## src/hw/rtl/ksr_pkg.sv

```systemverilog
// Shared types and codes for the keyed stack with removal.
// Holds request/result payload structs, the queued command type and FSM states.
// No dependencies.
package ksr_pkg;

  localparam int unsigned KEY_W       = 32;
  localparam int unsigned SHAPE_W     = 8;
  localparam int unsigned LIVE_W      = 6;
  localparam int unsigned QUEUE_DEPTH = 2;
  localparam int unsigned QPTR_W      = 1;
  localparam int unsigned QCNT_W      = 2;

  localparam logic REQ_ADD    = 1'b0;
  localparam logic REQ_REMOVE = 1'b1;

  typedef enum logic [2:0] {
    ST_ADDED     = 3'd0,
    ST_REMOVED   = 3'd1,
    ST_DUPLICATE = 3'd2,
    ST_FULL      = 3'd3,
    ST_NOT_FOUND = 3'd4
  } status_e;

  typedef enum logic {
    OP_ADD,
    OP_REMOVE
  } op_e;

  typedef enum logic [1:0] {
    S_IDLE,
    S_SCAN,
    S_DONE
  } back_state_e;

  typedef struct packed {
    logic               req_type;
    logic [KEY_W-1:0]   entry_id;
    logic [SHAPE_W-1:0] shape_code;
    logic               grab_flag;
  } req_t;

  typedef struct packed {
    status_e            status;
    logic               show_valid;
    logic [SHAPE_W-1:0] shown_shape;
    logic               shown_grab;
    logic [LIVE_W-1:0]  live_count;
  } rsp_t;

  typedef struct packed {
    op_e                op;
    logic [KEY_W-1:0]   key;
    logic [SHAPE_W-1:0] shape;
    logic               grab;
  } cmd_t;

endpackage

```

## src/hw/rtl/ksr_ram.sv

```systemverilog
// Generic simple dual-port RAM with registered read.
// One write port and one read port; no dependencies.
module ksr_ram #(
  parameter int unsigned WIDTH = 8,
  parameter int unsigned DEPTH = 32
) (
  input  logic                     clk_i,
  input  logic                     we_i,
  input  logic [$clog2(DEPTH)-1:0] waddr_i,
  input  logic [WIDTH-1:0]         wdata_i,
  input  logic                     re_i,
  input  logic [$clog2(DEPTH)-1:0] raddr_i,
  output logic [WIDTH-1:0]         rdata_o
);

  logic [WIDTH-1:0] mem_q [DEPTH];
  logic [WIDTH-1:0] rdata_q;

  always_ff @(posedge clk_i) begin
    if (we_i) begin
      mem_q[waddr_i] <= wdata_i;
    end
    if (re_i) begin
      rdata_q <= mem_q[raddr_i];
    end
  end

  assign rdata_o = rdata_q;

endmodule

```

## src/hw/rtl/ksr_front.sv

```systemverilog
// Front end: accepts requests, classifies them into commands and queues them.
// Two-entry queue decouples the input handshake from the table engine.
// Depends on ksr_pkg.
module ksr_front import ksr_pkg::*; (
  input  logic clk_i,
  input  logic rst_ni,
  input  logic in_valid_i,
  output logic in_ready_o,
  input  req_t in_req_i,
  output logic cmd_valid_o,
  input  logic cmd_ready_i,
  output cmd_t cmd_o
);

  cmd_t              queue_q [QUEUE_DEPTH];
  logic [QPTR_W-1:0] wr_ptr_q, wr_ptr_d;
  logic [QPTR_W-1:0] rd_ptr_q, rd_ptr_d;
  logic [QCNT_W-1:0] cnt_q, cnt_d;
  cmd_t              cmd_in;
  logic              push;
  logic              pop;

  always_comb begin
    cmd_in.op    = (in_req_i.req_type == REQ_REMOVE) ? OP_REMOVE : OP_ADD;
    cmd_in.key   = in_req_i.entry_id;
    cmd_in.shape = in_req_i.shape_code;
    cmd_in.grab  = in_req_i.grab_flag;
  end

  assign in_ready_o  = (cnt_q != QCNT_W'(QUEUE_DEPTH));
  assign cmd_valid_o = (cnt_q != '0);
  assign cmd_o       = queue_q[rd_ptr_q];
  assign push        = in_valid_i && in_ready_o;
  assign pop         = cmd_valid_o && cmd_ready_i;

  always_comb begin
    wr_ptr_d = push ? wr_ptr_q + QPTR_W'(1) : wr_ptr_q;
    rd_ptr_d = pop ? rd_ptr_q + QPTR_W'(1) : rd_ptr_q;
    cnt_d    = cnt_q;
    if (push && !pop) begin
      cnt_d = cnt_q + QCNT_W'(1);
    end else if (pop && !push) begin
      cnt_d = cnt_q - QCNT_W'(1);
    end
  end

  always_ff @(posedge clk_i or negedge rst_ni) begin
    if (!rst_ni) begin
      wr_ptr_q <= '0;
      rd_ptr_q <= '0;
      cnt_q    <= '0;
    end else begin
      wr_ptr_q <= wr_ptr_d;
      rd_ptr_q <= rd_ptr_d;
      cnt_q    <= cnt_d;
    end
  end

  always_ff @(posedge clk_i) begin
    if (push) begin
      queue_q[wr_ptr_q] <= cmd_in;
    end
  end

endmodule

```

## src/hw/rtl/ksr_back.sv

```systemverilog
// Back end: owns the slot table and executes queued commands by scanning it.
// Keeps valid bits in flops and entry data in one ksr_ram; drives the result register.
// Depends on ksr_pkg and ksr_ram.
module ksr_back import ksr_pkg::*; #(
  parameter int unsigned SLOT_COUNT = 32,
  parameter int unsigned ORDER_BITS = 32
) (
  input  logic clk_i,
  input  logic rst_ni,
  input  logic cmd_valid_i,
  output logic cmd_ready_o,
  input  cmd_t cmd_i,
  output logic out_valid_o,
  input  logic out_ready_i,
  output rsp_t out_rsp_o
);

  localparam int unsigned IDX_W    = $clog2(SLOT_COUNT);
  localparam int unsigned CNT_W    = $clog2(SLOT_COUNT + 1);
  localparam int unsigned ENTRY_W  = KEY_W + ORDER_BITS + SHAPE_W + 1;
  localparam int unsigned SHAPE_LO = 1;
  localparam int unsigned ORDER_LO = SHAPE_LO + SHAPE_W;
  localparam int unsigned KEY_LO   = ORDER_LO + ORDER_BITS;

  back_state_e state_q, state_d;

  logic [SLOT_COUNT-1:0] valid_q, valid_d;
  logic [CNT_W-1:0]      idx_q, idx_d;
  logic                  eval_q, eval_d;
  logic [IDX_W-1:0]      eval_idx_q, eval_idx_d;
  logic [CNT_W-1:0]      count_q, count_d;
  logic [ORDER_BITS-1:0] order_cnt_q, order_cnt_d;
  cmd_t                  cmd_q, cmd_d;

  logic                  hit_q, hit_d;
  logic [IDX_W-1:0]      hit_idx_q, hit_idx_d;
  logic                  free_q, free_d;
  logic [IDX_W-1:0]      free_idx_q, free_idx_d;
  logic                  best_q, best_d;
  logic [ORDER_BITS-1:0] best_order_q, best_order_d;
  logic [SHAPE_W-1:0]    best_shape_q, best_shape_d;
  logic                  best_grab_q, best_grab_d;

  logic                  out_valid_q, out_valid_d;
  rsp_t                  out_rsp_q, out_rsp_d;

  logic                  ram_we;
  logic                  ram_re;
  logic [ENTRY_W-1:0]    ram_wdata;
  logic [ENTRY_W-1:0]    ram_rdata;

  logic [KEY_W-1:0]      rd_key;
  logic [ORDER_BITS-1:0] rd_order;
  logic [SHAPE_W-1:0]    rd_shape;
  logic                  rd_grab;
  logic                  rd_live;
  logic [CNT_W+LIVE_W-1:0] live_ext;

  assign rd_grab  = ram_rdata[0];
  assign rd_shape = ram_rdata[ORDER_LO-1:SHAPE_LO];
  assign rd_order = ram_rdata[KEY_LO-1:ORDER_LO];
  assign rd_key   = ram_rdata[ENTRY_W-1:KEY_LO];
  assign rd_live  = valid_q[eval_idx_q];

  assign ram_re    = (state_q == S_SCAN) && (idx_q < CNT_W'(SLOT_COUNT));
  assign ram_wdata = {cmd_q.key, order_cnt_q, cmd_q.shape, cmd_q.grab};

  ksr_ram #(
    .WIDTH(ENTRY_W),
    .DEPTH(SLOT_COUNT)
  ) u_slot_ram (
    .clk_i  (clk_i),
    .we_i   (ram_we),
    .waddr_i(free_idx_q),
    .wdata_i(ram_wdata),
    .re_i   (ram_re),
    .raddr_i(idx_q[IDX_W-1:0]),
    .rdata_o(ram_rdata)
  );

  always_comb begin
    state_d      = state_q;
    valid_d      = valid_q;
    idx_d        = idx_q;
    eval_d       = 1'b0;
    eval_idx_d   = eval_idx_q;
    count_d      = count_q;
    order_cnt_d  = order_cnt_q;
    cmd_d        = cmd_q;
    hit_d        = hit_q;
    hit_idx_d    = hit_idx_q;
    free_d       = free_q;
    free_idx_d   = free_idx_q;
    best_d       = best_q;
    best_order_d = best_order_q;
    best_shape_d = best_shape_q;
    best_grab_d  = best_grab_q;
    out_valid_d  = out_valid_q && !out_ready_i;
    out_rsp_d    = out_rsp_q;
    cmd_ready_o  = 1'b0;
    ram_we       = 1'b0;
    live_ext     = '0;

    unique case (state_q)
      S_IDLE: begin
        cmd_ready_o = 1'b1;
        if (cmd_valid_i) begin
          cmd_d   = cmd_i;
          idx_d   = '0;
          hit_d   = 1'b0;
          free_d  = 1'b0;
          best_d  = 1'b0;
          state_d = S_SCAN;
        end
      end
      S_SCAN: begin
        if (ram_re) begin
          eval_d     = 1'b1;
          eval_idx_d = idx_q[IDX_W-1:0];
          idx_d      = idx_q + CNT_W'(1);
        end else if (!eval_q) begin
          state_d = S_DONE;
        end
        if (eval_q) begin
          if (rd_live && (rd_key == cmd_q.key)) begin
            hit_d     = 1'b1;
            hit_idx_d = eval_idx_q;
          end else if (rd_live) begin
            if (!best_q || (rd_order > best_order_q)) begin
              best_d       = 1'b1;
              best_order_d = rd_order;
              best_shape_d = rd_shape;
              best_grab_d  = rd_grab;
            end
          end else if (!free_q) begin
            free_d     = 1'b1;
            free_idx_d = eval_idx_q;
          end
        end
      end
      S_DONE: begin
        if (!out_valid_q || out_ready_i) begin
          out_rsp_d.show_valid  = 1'b0;
          out_rsp_d.shown_shape = '0;
          out_rsp_d.shown_grab  = 1'b0;
          if (cmd_q.op == OP_ADD) begin
            if (hit_q) begin
              out_rsp_d.status = ST_DUPLICATE;
            end else if (!free_q) begin
              out_rsp_d.status = ST_FULL;
            end else begin
              ram_we                = 1'b1;
              valid_d[free_idx_q]   = 1'b1;
              order_cnt_d           = order_cnt_q + ORDER_BITS'(1);
              count_d               = count_q + CNT_W'(1);
              out_rsp_d.status      = ST_ADDED;
              out_rsp_d.show_valid  = 1'b1;
              out_rsp_d.shown_shape = cmd_q.shape;
              out_rsp_d.shown_grab  = cmd_q.grab;
            end
          end else begin
            if (!hit_q) begin
              out_rsp_d.status = ST_NOT_FOUND;
            end else begin
              valid_d[hit_idx_q] = 1'b0;
              if (count_q != '0) begin
                count_d = count_q - CNT_W'(1);
              end
              out_rsp_d.status = ST_REMOVED;
              if (best_q) begin
                out_rsp_d.show_valid  = 1'b1;
                out_rsp_d.shown_shape = best_shape_q;
                out_rsp_d.shown_grab  = best_grab_q;
              end
            end
          end
          live_ext             = {{LIVE_W{1'b0}}, count_d};
          out_rsp_d.live_count = live_ext[LIVE_W-1:0];
          out_valid_d          = 1'b1;
          state_d              = S_IDLE;
        end
      end
      default: begin
        state_d = S_IDLE;
      end
    endcase
  end

  always_ff @(posedge clk_i or negedge rst_ni) begin
    if (!rst_ni) begin
      state_q     <= S_IDLE;
      valid_q     <= '0;
      idx_q       <= '0;
      eval_q      <= 1'b0;
      count_q     <= '0;
      order_cnt_q <= '0;
      hit_q       <= 1'b0;
      free_q      <= 1'b0;
      best_q      <= 1'b0;
      out_valid_q <= 1'b0;
    end else begin
      state_q     <= state_d;
      valid_q     <= valid_d;
      idx_q       <= idx_d;
      eval_q      <= eval_d;
      count_q     <= count_d;
      order_cnt_q <= order_cnt_d;
      hit_q       <= hit_d;
      free_q      <= free_d;
      best_q      <= best_d;
      out_valid_q <= out_valid_d;
    end
  end

  always_ff @(posedge clk_i) begin
    eval_idx_q   <= eval_idx_d;
    cmd_q        <= cmd_d;
    hit_idx_q    <= hit_idx_d;
    free_idx_q   <= free_idx_d;
    best_order_q <= best_order_d;
    best_shape_q <= best_shape_d;
    best_grab_q  <= best_grab_d;
    out_rsp_q    <= out_rsp_d;
  end

  assign out_valid_o = out_valid_q;
  assign out_rsp_o   = out_rsp_q;

endmodule

```

## src/hw/rtl/keyed_stack_with_removal.sv

```systemverilog
// Keyed stack with removal: a table of SLOT_COUNT keyed entries whose top is the entry with
// the highest sequence stamp. An add takes the lowest free slot unless its key is present or
// the table is full; a remove frees the matching entry and reports the new top entry. Each
// request yields exactly one result. A request passes through the two-entry request queue
// into the table engine, which scans the slot memory one slot per cycle on its single read
// port and takes the next request only once it has written the result. Up to two requests
// wait in the queue while a result is held in the output register.
// Depends on ksr_pkg, ksr_front and ksr_back.
module keyed_stack_with_removal import ksr_pkg::*; #(
  parameter int unsigned SLOT_COUNT = 32,
  parameter int unsigned ORDER_BITS = 32
) (
  input  logic clk_i,
  input  logic rst_ni,
  input  logic in_valid_i,
  output logic in_ready_o,
  input  req_t in_req_i,
  output logic out_valid_o,
  input  logic out_ready_i,
  output rsp_t out_rsp_o
);

  logic cmd_valid;
  logic cmd_ready;
  cmd_t cmd;

  ksr_front u_front (
    .clk_i      (clk_i),
    .rst_ni     (rst_ni),
    .in_valid_i (in_valid_i),
    .in_ready_o (in_ready_o),
    .in_req_i   (in_req_i),
    .cmd_valid_o(cmd_valid),
    .cmd_ready_i(cmd_ready),
    .cmd_o      (cmd)
  );

  ksr_back #(
    .SLOT_COUNT(SLOT_COUNT),
    .ORDER_BITS(ORDER_BITS)
  ) u_back (
    .clk_i      (clk_i),
    .rst_ni     (rst_ni),
    .cmd_valid_i(cmd_valid),
    .cmd_ready_o(cmd_ready),
    .cmd_i      (cmd),
    .out_valid_o(out_valid_o),
    .out_ready_i(out_ready_i),
    .out_rsp_o  (out_rsp_o)
  );

endmodule

```

## config.mk

```make
export PLATFORM = sky130hd
export DESIGN_NAME = keyed_stack_with_removal
export DESIGN_NICKNAME = d
export VERILOG_FILES = /design/src/hw/rtl/ksr_pkg.sv /design/src/hw/rtl/ksr_ram.sv /design/src/hw/rtl/ksr_front.sv /design/src/hw/rtl/ksr_back.sv /design/src/hw/rtl/keyed_stack_with_removal.sv
export SDC_FILE = /design/constraint.sdc
export NUM_CORES = 2
export LEC_CHECK = 0
export BUFFER_PORTS_ARGS = -buffer_cell sky130_fd_sc_hd__buf_2
export CAP_MARGIN = 20
export CORE_ASPECT_RATIO = 0.5
export CORE_UTILIZATION = 45
export CTS_CLUSTER_SIZE = 28
export DETAILED_ROUTE_END_ITERATION = 10
export GPL_TIMING_DRIVEN = 0
export PLACE_DENSITY = 0.67
export SYNTH_ARGS = -nofsm -noshare
export SYNTH_HDL_FRONTEND = slang
export SYNTH_SLANG_ARGS = --single-unit
```

## constraint.sdc

```tcl
create_clock -name clk_i -period 5.4 [get_ports clk_i]
set_input_delay 1.08 -clock clk_i [delete_from_list [all_inputs] [get_ports clk_i]]
set_output_delay 1.08 -clock clk_i [all_outputs]
set_load 0.02 [all_outputs]
```

==> impl_metrics.tcl <==
set metrics [dict create \
    period_share 0.8107 \
    synth_flop_cell "edfxtp_1" \
    syn_inst 4307 \
    syn_avg_cell_area_um2 23.87 \
    hp-class "in2async" \
    ys_seq_area_frac 0.7835 \
    synth_compound_area_frac 0.007156 \
    floorplan.rows 123 \
    coreArea_um2 225900 \
    relSlewSlack 0.2257 \
    stdcell_count 7973 \
    cts_tree "done" \
    max_freq_ghz 0.2284 \
    rsz0062_at_grt "false" \
    cts_sinks 2697 \
    initial_core_util 0.4551 \
    status "finished, final reports clean" \
    cts_resized 0 \
    pwr_density_cell_nw_per_um2 468.7 \
    drc 0 \
    die_w_um 678.0 \
    power_leakage_nw 34.66 \
    synthMuxAreaShare 0.1749 \
    grt_pass1_wl_um 353500 \
    grt_usage 0.2133 \
    grt_start_max_net_pins 46 \
    synth.distinct_cells 56 \
    dp_hpwl_um 156300 \
    port_buffers 66 \
    clkLatencyLatePin_ns 0.87 \
    final.setup_skew_ns 0.04446 \
    gp_congestion 0.8063 \
    setup_viol 0 \
    clockBufferDepth 4 \
    yosys.area_share.simple 0.01267 \
    numCtsBuffers 240 \
    post-cts-setup-buffer-count 0 \
    finalNetCount 4852 \
    crit_path_top_delay_cell "nor3_1" \
    grt_pass1_vias 49160 \
    crit_fanout 25 \
    cap_violations 0 \
    synth_nets 4392 \
    cp_cell_sequence "ha_1, nand4_1, nor3_1, a21boi_0, or4b_2, a21oi_1, and4b_2, buf_12" \
    overflow 0 \
    crit_arrival_ns 4.92 \
    dr.pass1.iters 6 \
    synth-edff-count 2610 \
    viasPerCell 6.071 \
    synth-async-reset-ratio 0.03226 \
    routed_wl_um 248400 \
    ant_nets 0 \
    cts_max_level 4 \
    critPathMaxStageDelay_ns 0.81 \
    synth-seq-cells 2697 \
    synth_adder_area_share 0.004746 \
    cts_root_buf "clkbuf_16" \
    dieArea_um2 230500 \
    clk_pin_slew_ns 0.06 \
    n_fill_cell 16830 \
    finalCriticalPeriod_ns 4.378 \
    synth_warnings 0 \
    worst_pin_slew_ns 1.162 \
    critPathCaptureType "flip-flop" \
    synth_top_family_by_area "multiplexers" \
    antenna_found_initial 7 \
    syn_to_final_growth_pct 14.54 \
    drive_above_1_share 0.3049 \
    die_h_um 340.0 \
    drt_iter0_drc 6517 \
    holdBufCountCts 0 \
    critPathRequiredTime_ns 5.95 \
    dp.cells 7503 \
    post_drt_wl_per_cell_um 31.16 \
    maxSlewViolCount 0 \
    synth_xor_area_frac 0.006730 \
    timing_worst_setup_path_type "reg2reg" \
    num_vias 48410 \
    setup.worst_path.start_class "flip-flop" \
    io_pins 67 \
    netlist_area_um2 102800 \
    final_util 0.5213 \
    ir_worst_vdd_uv 325.3 \
    finalHoldViolCount 0 \
]
-- layout by cell type, fill, tap and decap left out, drive strengths merged, types with 5 or more instances in the layout --
master | Yosys | routed
and3 | 15 | 15
nand2 | 49 | 49
dfrtp | 87 | 87
nand4 | 28 | 28
mux2 | 122 | 122
buf | 80 | 298
clkbuf | 121 | 438
inv | 45 | 49
nand3 | 23 | 23
xnor2 | 61 | 61
or3 | 9 | 9
bufinv | 0 | 17
mux2i | 17 | 17
ha | 39 | 39
diode | 0 | 10
a21oi | 32 | 32
nor2b | 9 | 9
edfxtp | 2610 | 2610
nand3b | 5 | 5
clkinv | 1 | 94
nor4 | 5 | 5
nand2b | 8 | 8
mux4 | 730 | 730
o21ai | 44 | 44
nor3 | 12 | 12
xor2 | 18 | 18
a22o | 11 | 11
clkinvlp | 0 | 7
a41oi | 5 | 5
nor2 | 70 | 70
-- report_power, final --
| part | leakage (nW) | total (mW) | switching, mW | internal (mW) |
|---|---|---|---|---|
| Clock | 3.71 | 16.7 | 7.43 | 9.26 |
| Sequential | 23.0 | 25.3 | 0.843 | 24.4 |
| Combinational | 7.95 | 13.3 | 7.35 | 5.91 |
| Total | 34.7 | 55.2 | 15.6 | 39.6 |
-- flip-flops by register name, indices dropped and copies added, names as in the netlist, 6 cells and up --
name,flops
u_back.u_slot_ram.mem_q,2336
u_front.queue_q,84
u_back.u_slot_ram.rdata_o,73
u_back.cmd_q,42
u_back.best_order_q,32
u_back.order_cnt_q,32
u_back.valid_q,32
u_back.out_rsp_o,19
u_back.best_shape_q,8
u_back.count_q,6
u_back.idx_q,6
-- through the flow --
step / power, mW / area [µm²] / worst slack [ns] / TNS, ns / hold slack (ns)
after floorplan: 33.80 / 102800 / -0.3247 / -628.00 / 0.4003
after global placement: 38.21 / 106900 / -5.597 / - / 0.4112
after detailed placement: 38.88 / 109800 / 0.5150 / 0 / 0.4146
after CTS: 55.36 / 117300 / 1.077 / 0 / 0.2354
after global routing: 56.96 / 117700 / 0.9071 / 0 / 0.2779
final: 55.19 / 117800 / 1.022 / 0 / 0.2521
-- cells in the mapped netlist (all sizes together) (5+ instances only) --
library cell  instances  area (µm²)
nand4                28       175.2
nor2b                 9       56.30
nor2                 70       262.8
nor4                  5       31.28
xnor2                61       534.3
nand2                49       183.9
or3                   9       56.30
and3                 15       93.84
a21oi                32       160.2
edfxtp             2610       78380
dfrtp                87        2177
mux2i                17       170.2
xor2                 18       157.7
nand3                23       115.1
mux4                730       16440
ha                   39       488.0
mux2                122        1374
nand3b                5       37.54
nor3                 12       60.06
a41oi                 5       43.79
clkbuf              121       454.2
inv                  45       168.9
buf                  80       432.9
a22o                 11       96.34
nand2b                8       50.05
o21ai                44       220.2
-- worst max-delay path: cells and delay by family (launching register included) --
| family | cells | cell delay, ns |
|---|---|---|
| DFF | 1 | 0.41 |
| buffers and inverters | 1 | 0.30 |
| AOI/OAI and AO/OA | 2 | 0.87 |
| adders and majority gates | 1 | 0.33 |
| and+or+nand+nor | 4 | 2.11 |
-- per-layer routing --
metal,global-route usage,vias up,share of wire
li1,-,19270,-
met1,0.3057,26270,0.41
met2,0.3402,2491,0.48
met3,0.04339,371,0.089
met4,0.05192,4,0.023
met5,0,-,0.000089
-- cells by family (layout without fill, tap and decap cells) --
kind of cell,count (synthesis),count (layout)
DFF,2697,2697
muxes,869,869
and+or+nand+nor,256,256
buffers and inverters,247,903
AOI/OAI and AO/OA,120,120
xor gates and xnor gates,79,79
adders and majority gates,39,39
other,0,10
-- final cells by class --
cell class	count	area [µm²]	area share
Clock buffer	317	6506	0.05525
Timing Repair Buffer	218	3344	0.02840
Buffer	201	895.9	0.007607
Sequential cell	2697	80550	0.6840
Antenna cell	10	25.02	0.0002125
Multi-Input combinational cell	1363	21460	0.1822
Inverter	46	175.2	0.001487
Tap cell	3000	3754	0.03187
Clock inverter	121	1055	0.008956
-- path summary, 6_finish.rpt --
kind,cells after the start,start,slack [ns],endpoint
setup / recovery,8,u_back.u_slot_ram.rdata_o[24]$_DFFE_PP_,1.02,u_back.best_order_q[5]$_DFFE_PP_
hold / removal,1,rst_ni,0.25,u_back.valid_q[25]$_DFFE_PN0P_
setup reg to reg,8,u_back.u_slot_ram.rdata_o[24]$_DFFE_PP_,1.02,u_back.best_order_q[5]$_DFFE_PP_
hold reg to reg,0,u_back.u_slot_ram.rdata_o[7]$_DFFE_PP_,0.42,u_back.best_shape_q[6]$_DFFE_PP_
max in group asynchronous,2,rst_ni,4.43,u_back.order_cnt_q[17]$_DFFE_PN0P_
min in group clk_i,1,in_req_i[40],0.40,u_front.queue_q[0][40]$_DFFE_PP_
Note: power is estimated with default switching activity, not from simulation.
